[config.mk]
export PLATFORM = sky130hd
export DESIGN_NAME = ordered_int_list_engine_unit_flat
export DESIGN_NICKNAME = d
export VERILOG_FILES = /design/src/hdl/oile_pkg.sv /design/src/hdl/oile_cmd_if.sv /design/src/hdl/oile_rsp_if.sv /design/src/hdl/oile_ctrl.sv /design/src/hdl/oile_dpath.sv /design/src/hdl/ordered_int_list_engine_unit.sv /design/src/flat_wrapper.sv
export SDC_FILE = /design/constraint.sdc
export NUM_CORES = 2
export LEC_CHECK = 0
export BUFFER_PORTS_ARGS = -buffer_cell sky130_fd_sc_hd__buf_2
export CAP_MARGIN = 20
export CORE_MARGIN = 5
export CORE_UTILIZATION = 50
export DETAILED_ROUTE_END_ITERATION = 10
export PLACE_DENSITY = 0.77
export SYNTH_ARGS = -nofsm -noshare
export SYNTH_HDL_FRONTEND = slang
export SYNTH_SLANG_ARGS = --single-unit
[constraint.sdc]
create_clock -name i_clk -period 12.6 [get_ports i_clk]
set_input_delay 1.26 -clock i_clk [delete_from_list [all_inputs] [get_ports i_clk]]
set_output_delay 1.26 -clock i_clk [all_outputs]
set_load 0.01 [all_outputs]
[src/hdl/oile_pkg.sv]
// ----------------------------------------------------------------------------
// Ordered integer list engine package
// Shared widths, command and status codes, and the controller/datapath link.
// ----------------------------------------------------------------------------
package oile_pkg;

    localparam int DEPTH      = 64;
    localparam int WORD_BITS  = 32;

    localparam int CMD_W      = 3;
    localparam int POS_W      = 7;
    localparam int OUT_WORD_W = 32;
    localparam int FPOS_W     = 6;
    localparam int ICNT_W     = 7;
    localparam int ST_W       = 2;

    localparam int CNT_W  = $clog2(DEPTH + 1);
    localparam int ADDR_W = $clog2(DEPTH);
    localparam int IDX_W  = (CNT_W > POS_W) ? CNT_W : POS_W;

    typedef enum logic [CMD_W-1:0] {
        CMD_INSERT     = 3'd0,
        CMD_ERASE      = 3'd1,
        CMD_FIND       = 3'd2,
        CMD_READ       = 3'd3,
        CMD_PUSH_BACK  = 3'd4,
        CMD_PUSH_FRONT = 3'd5,
        CMD_POP_BACK   = 3'd6,
        CMD_POP_FRONT  = 3'd7
    } t_cmd;

    typedef enum logic [ST_W-1:0] {
        ST_OK     = 2'd0,
        ST_BADPOS = 2'd1,
        ST_FULL   = 2'd2,
        ST_EMPTY  = 2'd3
    } t_status;

    typedef enum logic [1:0] {
        K_INS,
        K_REM,
        K_FIND,
        K_READ
    } t_kind;

    typedef enum logic [3:0] {
        OP_NONE,
        OP_LOAD,
        OP_CHECK,
        OP_INS_RD,
        OP_INS_WR,
        OP_INS_PUT,
        OP_REM_RD0,
        OP_REM_CAP,
        OP_REM_RD,
        OP_REM_WR,
        OP_REM_END,
        OP_FIND_RD,
        OP_FIND_CMP,
        OP_READ_RD,
        OP_READ_CAP,
        OP_EMIT
    } t_dp_op;

    typedef struct packed {
        t_kind kind;
        logic  err;
        logic  ins_more;
        logic  rem_more;
        logic  find_more;
        logic  match;
        logic  out_free;
    } t_dp_stat;

    function automatic t_kind f_kind(input t_cmd cmd);
        t_kind k;
        unique case (cmd)
            CMD_INSERT, CMD_PUSH_BACK, CMD_PUSH_FRONT: k = K_INS;
            CMD_ERASE, CMD_POP_BACK, CMD_POP_FRONT:    k = K_REM;
            CMD_FIND:                                  k = K_FIND;
            default:                                   k = K_READ;
        endcase
        return k;
    endfunction

endpackage

[src/hdl/oile_cmd_if.sv]
// ----------------------------------------------------------------------------
// Ordered integer list engine command channel
// Valid/ready channel that carries one list command per transaction.
// ----------------------------------------------------------------------------
interface oile_cmd_if import oile_pkg::*; ();

    logic                    valid;
    logic                    ready;
    logic [CMD_W-1:0]        cmd;
    logic [POS_W-1:0]        position;
    logic signed [OUT_WORD_W-1:0] word;

    modport source (output valid, output cmd, output position, output word, input ready);
    modport sink   (input valid, input cmd, input position, input word, output ready);

endinterface

[src/hdl/oile_rsp_if.sv]
// ----------------------------------------------------------------------------
// Ordered integer list engine result channel
// Valid/ready channel that carries one command result per transaction.
// ----------------------------------------------------------------------------
interface oile_rsp_if import oile_pkg::*; ();

    logic                         valid;
    logic                         ready;
    logic signed [OUT_WORD_W-1:0] out_word;
    logic [FPOS_W-1:0]            found_position;
    logic                         found;
    logic [ICNT_W-1:0]            item_count;
    logic [ST_W-1:0]              status;

    modport source (
        output valid, output out_word, output found_position, output found,
        output item_count, output status, input ready
    );
    modport sink (
        input valid, input out_word, input found_position, input found,
        input item_count, input status, output ready
    );

endinterface

[src/hdl/oile_ctrl.sv]
// ----------------------------------------------------------------------------
// Ordered integer list engine controller
// Sequences each command through check, shift, scan or read, and result steps.
// ----------------------------------------------------------------------------
module oile_ctrl import oile_pkg::*; (
    input  logic     i_clk,
    input  logic     i_rst_n,
    input  logic     i_in_valid,
    output logic     o_in_ready,
    input  t_dp_stat i_stat,
    output t_dp_op   o_op
);

    typedef enum logic [3:0] {
        S_IDLE,
        S_CHECK,
        S_INS_RD,
        S_INS_WR,
        S_REM_RD0,
        S_REM_CAP,
        S_REM_RD,
        S_REM_WR,
        S_FIND_RD,
        S_FIND_CMP,
        S_READ_RD,
        S_READ_CAP,
        S_DONE
    } t_state;

    t_state r_state;
    t_state n_state;

    always_comb begin
        n_state = r_state;
        o_op    = OP_NONE;
        unique case (r_state)
            S_IDLE: begin
                if (i_in_valid) begin
                    o_op    = OP_LOAD;
                    n_state = S_CHECK;
                end
            end
            S_CHECK: begin
                o_op = OP_CHECK;
                if (i_stat.err) begin
                    n_state = S_DONE;
                end else begin
                    unique case (i_stat.kind)
                        K_INS:   n_state = S_INS_RD;
                        K_REM:   n_state = S_REM_RD0;
                        K_FIND:  n_state = S_FIND_RD;
                        default: n_state = S_READ_RD;
                    endcase
                end
            end
            S_INS_RD: begin
                if (i_stat.ins_more) begin
                    o_op    = OP_INS_RD;
                    n_state = S_INS_WR;
                end else begin
                    o_op    = OP_INS_PUT;
                    n_state = S_DONE;
                end
            end
            S_INS_WR: begin
                o_op    = OP_INS_WR;
                n_state = S_INS_RD;
            end
            S_REM_RD0: begin
                o_op    = OP_REM_RD0;
                n_state = S_REM_CAP;
            end
            S_REM_CAP: begin
                o_op    = OP_REM_CAP;
                n_state = S_REM_RD;
            end
            S_REM_RD: begin
                if (i_stat.rem_more) begin
                    o_op    = OP_REM_RD;
                    n_state = S_REM_WR;
                end else begin
                    o_op    = OP_REM_END;
                    n_state = S_DONE;
                end
            end
            S_REM_WR: begin
                o_op    = OP_REM_WR;
                n_state = S_REM_RD;
            end
            S_FIND_RD: begin
                if (i_stat.find_more) begin
                    o_op    = OP_FIND_RD;
                    n_state = S_FIND_CMP;
                end else begin
                    n_state = S_DONE;
                end
            end
            S_FIND_CMP: begin
                o_op    = OP_FIND_CMP;
                n_state = i_stat.match ? S_DONE : S_FIND_RD;
            end
            S_READ_RD: begin
                o_op    = OP_READ_RD;
                n_state = S_READ_CAP;
            end
            S_READ_CAP: begin
                o_op    = OP_READ_CAP;
                n_state = S_DONE;
            end
            S_DONE: begin
                if (i_stat.out_free) begin
                    o_op    = OP_EMIT;
                    n_state = S_IDLE;
                end
            end
            default: n_state = S_IDLE;
        endcase
    end

    always_ff @(posedge i_clk) begin
        if (!i_rst_n) begin
            r_state <= S_IDLE;
        end else begin
            r_state <= n_state;
        end
    end

    assign o_in_ready = (r_state == S_IDLE);

endmodule

[src/hdl/oile_dpath.sv]
// ----------------------------------------------------------------------------
// Ordered integer list engine datapath
// Entry memory, count, command registers, checks and the result register.
// ----------------------------------------------------------------------------
module oile_dpath import oile_pkg::*; (
    input  logic                         i_clk,
    input  logic                         i_rst_n,
    input  t_dp_op                       i_op,
    output t_dp_stat                     o_stat,
    input  logic [CMD_W-1:0]             i_cmd_code,
    input  logic [POS_W-1:0]             i_position,
    input  logic signed [OUT_WORD_W-1:0] i_word,
    output logic                         o_rsp_valid,
    input  logic                         i_rsp_ready,
    output logic signed [OUT_WORD_W-1:0] o_out_word,
    output logic [FPOS_W-1:0]            o_found_position,
    output logic                         o_found,
    output logic [ICNT_W-1:0]            o_item_count,
    output logic [ST_W-1:0]              o_status
);

    logic [WORD_BITS-1:0] r_mem [DEPTH];
    logic [WORD_BITS-1:0] r_rdata;

    t_cmd                 r_cmd;
    logic [POS_W-1:0]     r_pos;
    logic [WORD_BITS-1:0] r_word;
    logic [CNT_W-1:0]     r_count;
    logic [IDX_W-1:0]     r_at;
    logic [IDX_W-1:0]     r_idx;
    t_status              r_status;
    logic [WORD_BITS-1:0] r_rword;
    logic                 r_fnd;
    logic [ADDR_W-1:0]    r_fpos;

    logic                  r_out_valid;
    logic [OUT_WORD_W-1:0] r_out_word;
    logic [FPOS_W-1:0]     r_out_fpos;
    logic                  r_out_found;
    logic [ICNT_W-1:0]     r_out_count;
    t_status               r_out_status;

    t_kind                kind;
    logic [IDX_W-1:0]     pos_x;
    logic [IDX_W-1:0]     cnt_x;
    logic [IDX_W-1:0]     chk_at;
    logic [IDX_W-1:0]     chk_idx;
    t_status              chk_st;
    logic                 out_free;
    logic                 match;

    logic                 rd_en;
    logic [IDX_W-1:0]     rd_addr;
    logic                 wr_en;
    logic [IDX_W-1:0]     wr_addr;
    logic [WORD_BITS-1:0] wr_data;

    assign kind     = f_kind(r_cmd);
    assign pos_x    = IDX_W'(r_pos);
    assign cnt_x    = IDX_W'(r_count);
    assign out_free = !r_out_valid || i_rsp_ready;
    assign match    = (r_rdata == r_word);

    always_comb begin
        chk_at = '0;
        chk_st = ST_OK;
        unique case (kind)
            K_INS: begin
                if (r_cmd == CMD_INSERT) begin
                    chk_at = pos_x;
                end else if (r_cmd == CMD_PUSH_BACK) begin
                    chk_at = cnt_x;
                end
                if (chk_at > cnt_x) begin
                    chk_st = ST_BADPOS;
                end else if (cnt_x == IDX_W'(DEPTH)) begin
                    chk_st = ST_FULL;
                end
            end
            K_REM: begin
                if (r_cmd == CMD_ERASE) begin
                    chk_at = pos_x;
                end else if (r_cmd == CMD_POP_BACK) begin
                    chk_at = cnt_x - IDX_W'(1);
                end
                if (cnt_x == '0) begin
                    chk_st = ST_EMPTY;
                end else if (chk_at >= cnt_x) begin
                    chk_st = ST_BADPOS;
                end
            end
            K_FIND: begin
                chk_at = '0;
            end
            default: begin
                chk_at = pos_x;
                if (chk_at >= cnt_x) begin
                    chk_st = ST_BADPOS;
                end
            end
        endcase
        chk_idx = (kind == K_INS) ? cnt_x : chk_at;
    end

    always_comb begin
        o_stat.kind      = kind;
        o_stat.err       = (chk_st != ST_OK);
        o_stat.ins_more  = (r_idx > r_at);
        o_stat.rem_more  = ((r_idx + IDX_W'(1)) < cnt_x);
        o_stat.find_more = (r_idx < cnt_x);
        o_stat.match     = match;
        o_stat.out_free  = out_free;
    end

    always_comb begin
        rd_en   = 1'b0;
        rd_addr = r_idx;
        wr_en   = 1'b0;
        wr_addr = r_idx;
        wr_data = r_rdata;
        unique case (i_op)
            OP_INS_RD: begin
                rd_en   = 1'b1;
                rd_addr = r_idx - IDX_W'(1);
            end
            OP_INS_WR: begin
                wr_en = 1'b1;
            end
            OP_INS_PUT: begin
                wr_en   = 1'b1;
                wr_addr = r_at;
                wr_data = r_word;
            end
            OP_REM_RD0, OP_READ_RD: begin
                rd_en   = 1'b1;
                rd_addr = r_at;
            end
            OP_REM_RD: begin
                rd_en   = 1'b1;
                rd_addr = r_idx + IDX_W'(1);
            end
            OP_REM_WR: begin
                wr_en = 1'b1;
            end
            OP_FIND_RD: begin
                rd_en = 1'b1;
            end
            default: begin
                rd_en = 1'b0;
            end
        endcase
    end

    always_ff @(posedge i_clk) begin
        if (wr_en) begin
            r_mem[wr_addr[ADDR_W-1:0]] <= wr_data;
        end
        if (rd_en) begin
            r_rdata <= r_mem[rd_addr[ADDR_W-1:0]];
        end
    end

    always_ff @(posedge i_clk) begin
        if (!i_rst_n) begin
            r_count     <= '0;
            r_out_valid <= 1'b0;
        end else begin
            if (i_op == OP_INS_PUT) begin
                r_count <= r_count + CNT_W'(1);
            end else if (i_op == OP_REM_END) begin
                r_count <= r_count - CNT_W'(1);
            end
            if (i_op == OP_EMIT) begin
                r_out_valid <= 1'b1;
            end else if (i_rsp_ready) begin
                r_out_valid <= 1'b0;
            end
        end
    end

    always_ff @(posedge i_clk) begin
        unique case (i_op)
            OP_LOAD: begin
                r_cmd   <= t_cmd'(i_cmd_code);
                r_pos   <= i_position;
                r_word  <= WORD_BITS'($unsigned(i_word));
                r_rword <= '0;
                r_fnd   <= 1'b0;
                r_fpos  <= '0;
            end
            OP_CHECK: begin
                r_at     <= chk_at;
                r_idx    <= chk_idx;
                r_status <= chk_st;
            end
            OP_INS_WR: begin
                r_idx <= r_idx - IDX_W'(1);
            end
            OP_REM_WR: begin
                r_idx <= r_idx + IDX_W'(1);
            end
            OP_REM_CAP, OP_READ_CAP: begin
                r_rword <= r_rdata;
            end
            OP_FIND_CMP: begin
                if (match) begin
                    r_fnd  <= 1'b1;
                    r_fpos <= r_idx[ADDR_W-1:0];
                end else begin
                    r_idx <= r_idx + IDX_W'(1);
                end
            end
            OP_EMIT: begin
                r_out_word   <= OUT_WORD_W'(r_rword);
                r_out_fpos   <= FPOS_W'(r_fpos);
                r_out_found  <= r_fnd;
                r_out_count  <= ICNT_W'(r_count);
                r_out_status <= r_status;
            end
            default: begin
                r_idx <= r_idx;
            end
        endcase
    end

    assign o_rsp_valid      = r_out_valid;
    assign o_out_word       = $signed(r_out_word);
    assign o_found_position = r_out_fpos;
    assign o_found          = r_out_found;
    assign o_item_count     = r_out_count;
    assign o_status         = r_out_status;

`ifndef SYNTHESIS
    a_count_bound: assert property (@(posedge i_clk) disable iff (!i_rst_n)
        r_count <= CNT_W'(DEPTH))
        else $error("Entry count exceeds the list depth.");

    a_put_not_full: assert property (@(posedge i_clk) disable iff (!i_rst_n)
        (i_op == OP_INS_PUT) |-> (r_count < CNT_W'(DEPTH)))
        else $error("Insert committed on a full list.");

    a_remove_not_empty: assert property (@(posedge i_clk) disable iff (!i_rst_n)
        (i_op == OP_REM_END) |-> (r_count != '0))
        else $error("Removal committed on an empty list.");

    a_found_ok: assert property (@(posedge i_clk) disable iff (!i_rst_n)
        (r_out_valid && r_out_found) |-> (r_out_status == ST_OK))
        else $error("Match reported together with an error status.");

    a_error_keeps_count: assert property (@(posedge i_clk) disable iff (!i_rst_n)
        (i_op == OP_EMIT && r_status != ST_OK) |=> (r_out_count == ICNT_W'(r_count)))
        else $error("Failed command changed the entry count.");
`endif

endmodule

[src/hdl/ordered_int_list_engine_unit.sv]
// Insert and push shift later entries up, a read and a write step each; erase and
// pop capture the removed entry, then shift later entries down the same way; read
// captures one entry; find compares from the head until a hit or the end; errors go
// straight to the result. One command is in work at a time; the result waits for a
// free result register, and a new command can be taken once that result is valid.
// Reset clears the count and the handshakes; entry contents are not cleared.
// ----------------------------------------------------------------------------
// Ordered integer list engine
// Shift-array list of signed words with insert, erase, find, read, push, pop.
// ----------------------------------------------------------------------------
module ordered_int_list_engine_unit import oile_pkg::*; (
    input  logic        i_clk,
    input  logic        i_rst_n,
    oile_cmd_if.sink    i_cmd,
    oile_rsp_if.source  o_rsp
);

    t_dp_op   op;
    t_dp_stat stat;
    logic     in_ready;

    oile_ctrl u_ctrl (
        .i_clk      (i_clk),
        .i_rst_n    (i_rst_n),
        .i_in_valid (i_cmd.valid),
        .o_in_ready (in_ready),
        .i_stat     (stat),
        .o_op       (op)
    );

    oile_dpath u_dpath (
        .i_clk            (i_clk),
        .i_rst_n          (i_rst_n),
        .i_op             (op),
        .o_stat           (stat),
        .i_cmd_code       (i_cmd.cmd),
        .i_position       (i_cmd.position),
        .i_word           (i_cmd.word),
        .o_rsp_valid      (o_rsp.valid),
        .i_rsp_ready      (o_rsp.ready),
        .o_out_word       (o_rsp.out_word),
        .o_found_position (o_rsp.found_position),
        .o_found          (o_rsp.found),
        .o_item_count     (o_rsp.item_count),
        .o_status         (o_rsp.status)
    );

    assign i_cmd.ready = in_ready;

endmodule

[src/flat_wrapper.sv]
// flat-port wrapper written by rule: the top's interface ports become plain ports
module ordered_int_list_engine_unit_flat import oile_pkg::*;
  (i_clk, i_rst_n, i_cmd_valid, i_cmd_cmd, i_cmd_position, i_cmd_word, i_cmd_ready, o_rsp_valid, o_rsp_out_word, o_rsp_found_position, o_rsp_found, o_rsp_item_count, o_rsp_status, o_rsp_ready);
  oile_cmd_if i_cmd_i ();
  oile_rsp_if o_rsp_i ();
  input  logic i_clk;
  input  logic i_rst_n;
  input wire logic [$bits(i_cmd_i.valid)-1:0] i_cmd_valid;
  input wire logic [$bits(i_cmd_i.cmd)-1:0] i_cmd_cmd;
  input wire logic [$bits(i_cmd_i.position)-1:0] i_cmd_position;
  input wire logic [$bits(i_cmd_i.word)-1:0] i_cmd_word;
  output wire logic [$bits(i_cmd_i.ready)-1:0] i_cmd_ready;
  output wire logic [$bits(o_rsp_i.valid)-1:0] o_rsp_valid;
  output wire logic [$bits(o_rsp_i.out_word)-1:0] o_rsp_out_word;
  output wire logic [$bits(o_rsp_i.found_position)-1:0] o_rsp_found_position;
  output wire logic [$bits(o_rsp_i.found)-1:0] o_rsp_found;
  output wire logic [$bits(o_rsp_i.item_count)-1:0] o_rsp_item_count;
  output wire logic [$bits(o_rsp_i.status)-1:0] o_rsp_status;
  input wire logic [$bits(o_rsp_i.ready)-1:0] o_rsp_ready;
  assign i_cmd_i.valid = i_cmd_valid;
  assign i_cmd_i.cmd = i_cmd_cmd;
  assign i_cmd_i.position = i_cmd_position;
  assign i_cmd_i.word = i_cmd_word;
  assign i_cmd_ready = i_cmd_i.ready;
  assign o_rsp_valid = o_rsp_i.valid;
  assign o_rsp_out_word = o_rsp_i.out_word;
  assign o_rsp_found_position = o_rsp_i.found_position;
  assign o_rsp_found = o_rsp_i.found;
  assign o_rsp_item_count = o_rsp_i.item_count;
  assign o_rsp_status = o_rsp_i.status;
  assign o_rsp_i.ready = o_rsp_ready;
  ordered_int_list_engine_unit u_core (.i_clk(i_clk), .i_rst_n(i_rst_n), .i_cmd(i_cmd_i), .o_rsp(o_rsp_i));
endmodule
# Word-level counts from Yosys, hierarchy flattened
# Memories as Yosys holds them, arrays and structs flattened. A register that Yosys moved wholly into a read port is not among the register bits.
# Cells that the tools add are included.
# word_totals
inputBits	46
elab_cells	139
out_inout_bits	50
ff_bits	157
ram_bits	2048
mem_count	1
# classes
n_eq_ne	41
add_sub_neg	4
muxes	48
n_reduce_logical	22
n_lt_le_gt_ge	6
# mem_list
memory	depth	word_bits	read_ports	rd_clocked_by_memory_dff	write_ports	line	text
u_core.u_dpath.r_mem	64	32	1	1	1	oile_dpath.sv:22	logic [WORD_BITS-1:0] r_mem [DEPTH];
# op_table
op	count
two-way mux 7 bit	10
one-hot mux 32 bit (2 select lines)	1
equality test 4 bit (second input constant)	13
one-hot mux 4 bit (13 select lines)	1
one-hot mux 4 bit (12 select lines)	1
equality test 32 bit	1
equality test 4 x 3 -> 1 bit (second input constant)	8
two-way mux 32 bit	1
two-way mux 4 bit	7
one-hot mux 7 bit (4 select lines)	1
one-hot mux 7 bit (3 select lines)	1
one-hot mux 6 bit (3 select lines)	1
equality test 4 x 2 -> 1 bit (second input constant)	4
adder 7 x 1 -> 7 bit (second input constant)	2
greater-or-equal comparator 7 bit	2
greater-than comparator 7 bit	2
less-than comparator 7 bit	2
subtractor 7 x 1 -> 7 bit (second input constant)	2
equality test 3 bit (second input constant)	4
two-way mux 6 bit	2
one-hot mux 2 bit (3 select lines)	2
one-hot mux 4 bit (3 select lines)	1
one-hot mux 6 bit (2 select lines)	1
two-way mux 1 bit	10
22 further kinds	41

# Longest topological paths before layout
# depth
depth_word	12
mapped_depth	22
ltp_nobuf	15

# Cells and area by module
# Synthesis repeated with hierarchy kept, for this count alone.
# hier_totals
hier_cells	6160
hier_area_um2	91336.3
# modules_own_cells
module	cells_per_inst	seq_area_each_um2	n_inst	area_per_inst_um2
oile_dpath	6084	66974.2	1	90788.3
oile_ctrl	76	80.1	1	548.0

# Worst setup path before layout
# Ideal clock, no wire load.
# synth_timing
path_kind	register to register
startpoint	reg u_core.u_dpath.r_count[2] (netlist: u_core.u_dpath.cnt_x[2])
endpoint	reg u_core.u_dpath.r_rdata[0] (read register of u_core.u_dpath.r_mem), enable pin
slack_ns	7.985
arrival_ns	4.150
synth_period_minus_slack_ns	4.615
path_stages_with_launch	10
setup_time_ns	0.466
path_buffers	1
required_time_ns	12.134
cell_sequence	dfxtp_1 > clkbuf_1 > inv_1 > ha_1 > a21o_1 > a21o_1 > a21o_1 > a21o_1 > a21o_1 > o21ai_0
# synth_via
elab_chain_len	6
word_cells_on_any_way	14
classes_between	order compare: 2; eq/ne: 5; mux: 5; reduce/logical: 2
# synth_lines
element	line	text
start: declaration	oile_dpath.sv:28	logic [CNT_W-1:0] r_count;
start signal: assignment	oile_dpath.sv:169	r_count <= r_count + CNT_W'(1);
start signal: assignment	oile_dpath.sv:171	r_count <= r_count - CNT_W'(1);
less-than comparator 7 bit, on equally long branches	oile_dpath.sv:110, oile_dpath.sv:109	
two-way mux 4 bit / two-way mux 2 bit (equally long branches)	oile_ctrl.sv:91, oile_ctrl.sv:78	
one-hot mux 4 bit (13 select lines) *	oile_ctrl.sv:36	unique case (r_state)
equality test 4 bit (tied with other cells)	oile_dpath.sv:121	unique case (i_op)
OR reduction 5 bit (no source line) *	--	
two-way mux 1 bit *	oile_dpath.sv:121	
named net u_core.u_dpath.rd_en	oile_dpath.sv:52	logic rd_en;
end: declaration	oile_dpath.sv:23	logic [WORD_BITS-1:0] r_rdata;
# The timed path passes the listed nets; every way through them passes the cells marked *.
# A chain may end at the register's enable or synchronous reset.

# Worst setup path in the final report
# layout_timing
startpoint	reg u_core.u_dpath.r_idx[2]
endpoint	reg u_core.u_dpath.r_rdata[7] (read register of u_core.u_dpath.r_mem), data pin
# layout_via
elab_chain_len	7
word_cells_on_any_way	18
classes_between	add/sub: 2; order compare: 3; eq/ne: 5; mux: 6; reduce/logical: 2
# layout_lines
element	line	text
start: declaration	oile_dpath.sv:30	logic [IDX_W-1:0] r_idx;
start signal: assignment	oile_dpath.sv:193	r_idx <= chk_idx;
start signal: assignment	oile_dpath.sv:197	r_idx <= r_idx - IDX_W'(1);
start signal: assignment	oile_dpath.sv:200	r_idx <= r_idx + IDX_W'(1);
adder 7 x 1 -> 7 bit	oile_dpath.sv:109	o_stat.rem_more = ((r_idx + IDX_W'(1)) < cnt_x);
less-than comparator 7 bit	oile_dpath.sv:109	
two-way mux 2 bit	oile_ctrl.sv:78	if (i_stat.rem_more) begin
one-hot mux 4 bit (13 select lines)	oile_ctrl.sv:36	
equality test 4 x 3 -> 1 bit (tied with other cells)	oile_dpath.sv:121	
OR reduction 2 bit / OR reduction 5 bit (equally long branches)	--	
one-hot mux 6 bit (3 select lines) / two-way mux 1 bit (equally long branches)	oile_dpath.sv:121	
# Several ways; a longest one is shown, not always the timed one.

==> results.tsv <==
stage	metric	value	unit
status	status	finished clean	
global_route	vias in the first global route	52190	
setup_path	WS Path Type	flop to flop	
final_layout	Final #Nets	5979	
synth	cell accounting for the most synthesized area	edfxtp_1	
floorplan	DIE WIDTH	430.9	um
cts	Num CTS Buffers	205	
floorplan	Core Region	176100	um2
routing	DR DRC count	0	
routing	Vias/cell	6.515	
cts	CTS root buf	clkbuf_16	
setup_path	startpoint class of the critical path	flop	
global_route	total track usage	26.54	%
cts	clock sink count	2237	
cts	CTS tree	done	
floorplan	Core Rows	154	
routing	Antenna Nets Post-Route	0	
final_layout	P&R area growth vs syn	12.33	%
sta	Fmax achieved	137.5	MHz
cts	hold_buf cts	0	
setup_path	Crit-path slowest cell	o21ai_4	
setup_path	WP data arrival	7.85	ns
sta	final worst path period share	57.70	%
job	max cap viols	0	
sta	setup tns final	0	ns
global_route	Overflow after GRT	0	
cts	Max Buffers Root-to-Sink	3	
sta	fin. max-slew vios	0	
synth	ys flop type	edfxtp_1	
setup_path	max incr delay on CP	0.89	ns
cts	H-tree Lvls	4	
final_layout	fin cells	8401	
sta	final critical-path required period	7.271	ns
sta	hold_ws	0.4193	ns
synth	ys async rst share	0	%
sta	Final setup viols	0	
synth	FF+latch count, synth	2237	
setup_path	family with the most delay on the worst path	compound AO/OA/AOI/OAI gates	
sta	slew margin rel.	28.55	%
place	number of port buffers	95	
synth	Post-Syn Instances	5784	
routing	vias	54730	
cts	PostCTS Resize Cnt	0	
floorplan	die area	185700	um2
setup_path	Bufs and invs on worst path	2	
setup_path	Crit. End Element	flop	
synth	top-count cell post-synth	edfxtp_1	
floorplan	Initial Util	50.30	%
cts	Clk pin slew, worst setup/hold paths	0.06	ns
place	GP Congestion	0.8787	
routing	drt wl/cell	30.08	um
setup_path	CP Cell Sequence	nand3_1 > nor2_1 > xor2_1 > ha_1 > nand4_1 > and3_1 > o21a_1 > a21oi_1 > o21ai_4 > buf_12 > buf_12 > mux2i_1 > o22ai_1 > a32oi_1 > nand4_1 > or3_1	
setup_path	R2R setup slack	5.33	ns
pwr	power per cell area	255.9	nW/um2
hold_path	worst hold-check path type	flop to flop	
pwr	Max VDD drop	0.2853	mV
cts	postcts setup bufs	0	
synth	post-synthesis sequential area ratio	75.70	%
sta	clk_skew	0.06119	ns
place	Placed Cells	8000	
pwr	total power	25.46	mW
routing	routed wire length	252700	um
synth	number of synthesized flops with an enable pin	2225	
synth	synth warn	0	
global_route	largest net degree at the start of global routing	176	
synth	area share of the largest cell type after synthesis	75.43	%
setup_path	Worst Path Max Fanout	159	
pwr	leak pwr	33.25	nW
cts	Clk Latency, worst-skew pair	0.87	ns
sta	final hold vios	0	
synth	Syn Area/Cell	15.31	um2
place	post-DP HPWL	136700	um
global_route	initial antenna violation count	15	
routing	DR pass1 iterations	7	
final_layout	layout cells sized above 1	13.09	%
synth	Yosys cell types	71	
floorplan	Die Span Y	430.9	um
routing	Initial DRC Count	9871	
sta	RSZ-0062 raised after global routing	false	
synth	Post-synth top cells	edfxtp_1 (2225), nand2_1 (1116), nand3_1 (373), mux2i_1 (319), a21oi_1 (200)	
floorplan	I/O pins	96	
synth	top post-synthesis cells by area	edfxtp_1 (75%), nand2_1 (4.7%), mux2i_1 (3.6%), mux4_2 (2.3%), nand3_1 (2.1%)	
synth	syn nets	5877	
setup_path	Crit path required time	13.18	ns
sta	Worst Max-Slew Pin Slew	1.072	ns
global_route	first-pass GRT wire length	360700	um
synth	Post-Syn Area	88580	um2
## metal layers
layer  GRT usage [%]  part of all wire (%)  vias up
met2           41.07                    46     4567
met4           11.80                   4.9       12
li1                -                     -    22490
met1           35.12                    34    26920
met3           7.861                    15      748
met5               0                 0.023        -
## final timing paths
check / cells after the start / start / end
worst max-delay path: 16 / u_core.u_dpath.r_idx[2]$_DFFE_PP_ / u_core.u_dpath.r_rdata[7]$_DFFE_PP_
worst min-delay path: 0 / u_core.u_dpath.r_rword[3]$_SDFFCE_PN0P_ / u_core.u_dpath.o_out_word[3]$_DFFE_PP_
worst max register to register: 16 / u_core.u_dpath.r_idx[2]$_DFFE_PP_ / u_core.u_dpath.r_rdata[7]$_DFFE_PP_
worst min register to register: 0 / u_core.u_dpath.r_rword[3]$_SDFFCE_PN0P_ / u_core.u_dpath.o_out_word[3]$_DFFE_PP_
## state kept, by name (all words and copies together), names as in the netlist
register                         count
u_core.u_dpath.r_rword              32
u_core.u_dpath.o_found_position      6
u_core.u_dpath.o_item_count          7
u_core.u_dpath.o_out_word           32
u_core.u_dpath.r_at                  7
u_core.u_dpath.r_fpos                6
u_core.u_dpath.r_idx                 7
u_core.u_dpath.o_status              2
u_core.u_dpath.r_mem              2048
u_core.u_dpath.o_rsp_valid           1
u_core.u_dpath.cnt_x                 7
u_core.u_dpath.r_rdata              32
u_core.u_ctrl.r_state                4
u_core.u_dpath.r_cmd                 3
u_core.u_dpath.r_status              2
u_core.u_dpath.pos_x                 7
u_core.u_dpath.o_found               1
u_core.u_dpath.r_word               32
u_core.u_dpath.r_fnd                 1
## power by group
group          internal (mW)  switching (mW)
registers               9.77           0.319
logic                   2.52            6.50
clock network           3.61            2.74
total                   15.9            9.56
## logic make-up after synthesis
group                      after synthesis  share of synthesized area [%]
DFF                                   2237                          75.70
muxes                                  411                          5.918
and+or+nand+nor                       1813                          8.898
xor gates and xnor gates                53                         0.5241
buffers and inverters                  395                          2.050
AOI/OAI and AO/OA                      828                          6.246
adders and majority gates               47                         0.6639
## per-stage QoR
step	instance area, um2	utilization [%]	setup WS [ns]
global placement	92180	52.34	5.694
detailed placement	92220	52.36	5.661
CTS	99110	56.28	5.650
floorplan	88580	-	7.985
global route	99490	56.49	5.129
finish	99500	56.50	5.329
## placed cells by master, fill, tap and decap left out, drive strengths merged, types with 12 or more instances in the layout
cell,Yosys,final
nand4,65,65
ha,47,47
xor2,14,14
xnor2,39,39
a32o,19,19
buf,186,262
a32oi,105,105
o2111ai,19,19
mux2i,319,319
or2,12,12
and3,53,53
o21ai,106,106
a21oi,201,201
dfxtp,12,12
clkbuf,181,233
nor2,103,103
a31oi,45,45
o211ai,28,28
and2,15,15
mux4,90,90
or4,18,18
nor3,15,15
inv,28,34
edfxtp,2225,2225
nand2,1116,1116
nand3,373,373
a22oi,95,95
clkinv,0,101
a21o,18,18
o22ai,122,122
bufinv,0,29
## layout make-up
class                      instances  area (um2)
fill                           12830       76610
inverter                          28       105.1
clock buffer                     233        5278
clock inverter                   144        1615
antenna                            5       12.51
tap                             2340        2928
sequential                      2237       67050
timing repair buffer             262        2069
multi-input combinational       3152       20440
Note: power is estimated with default switching activity, not from simulation.
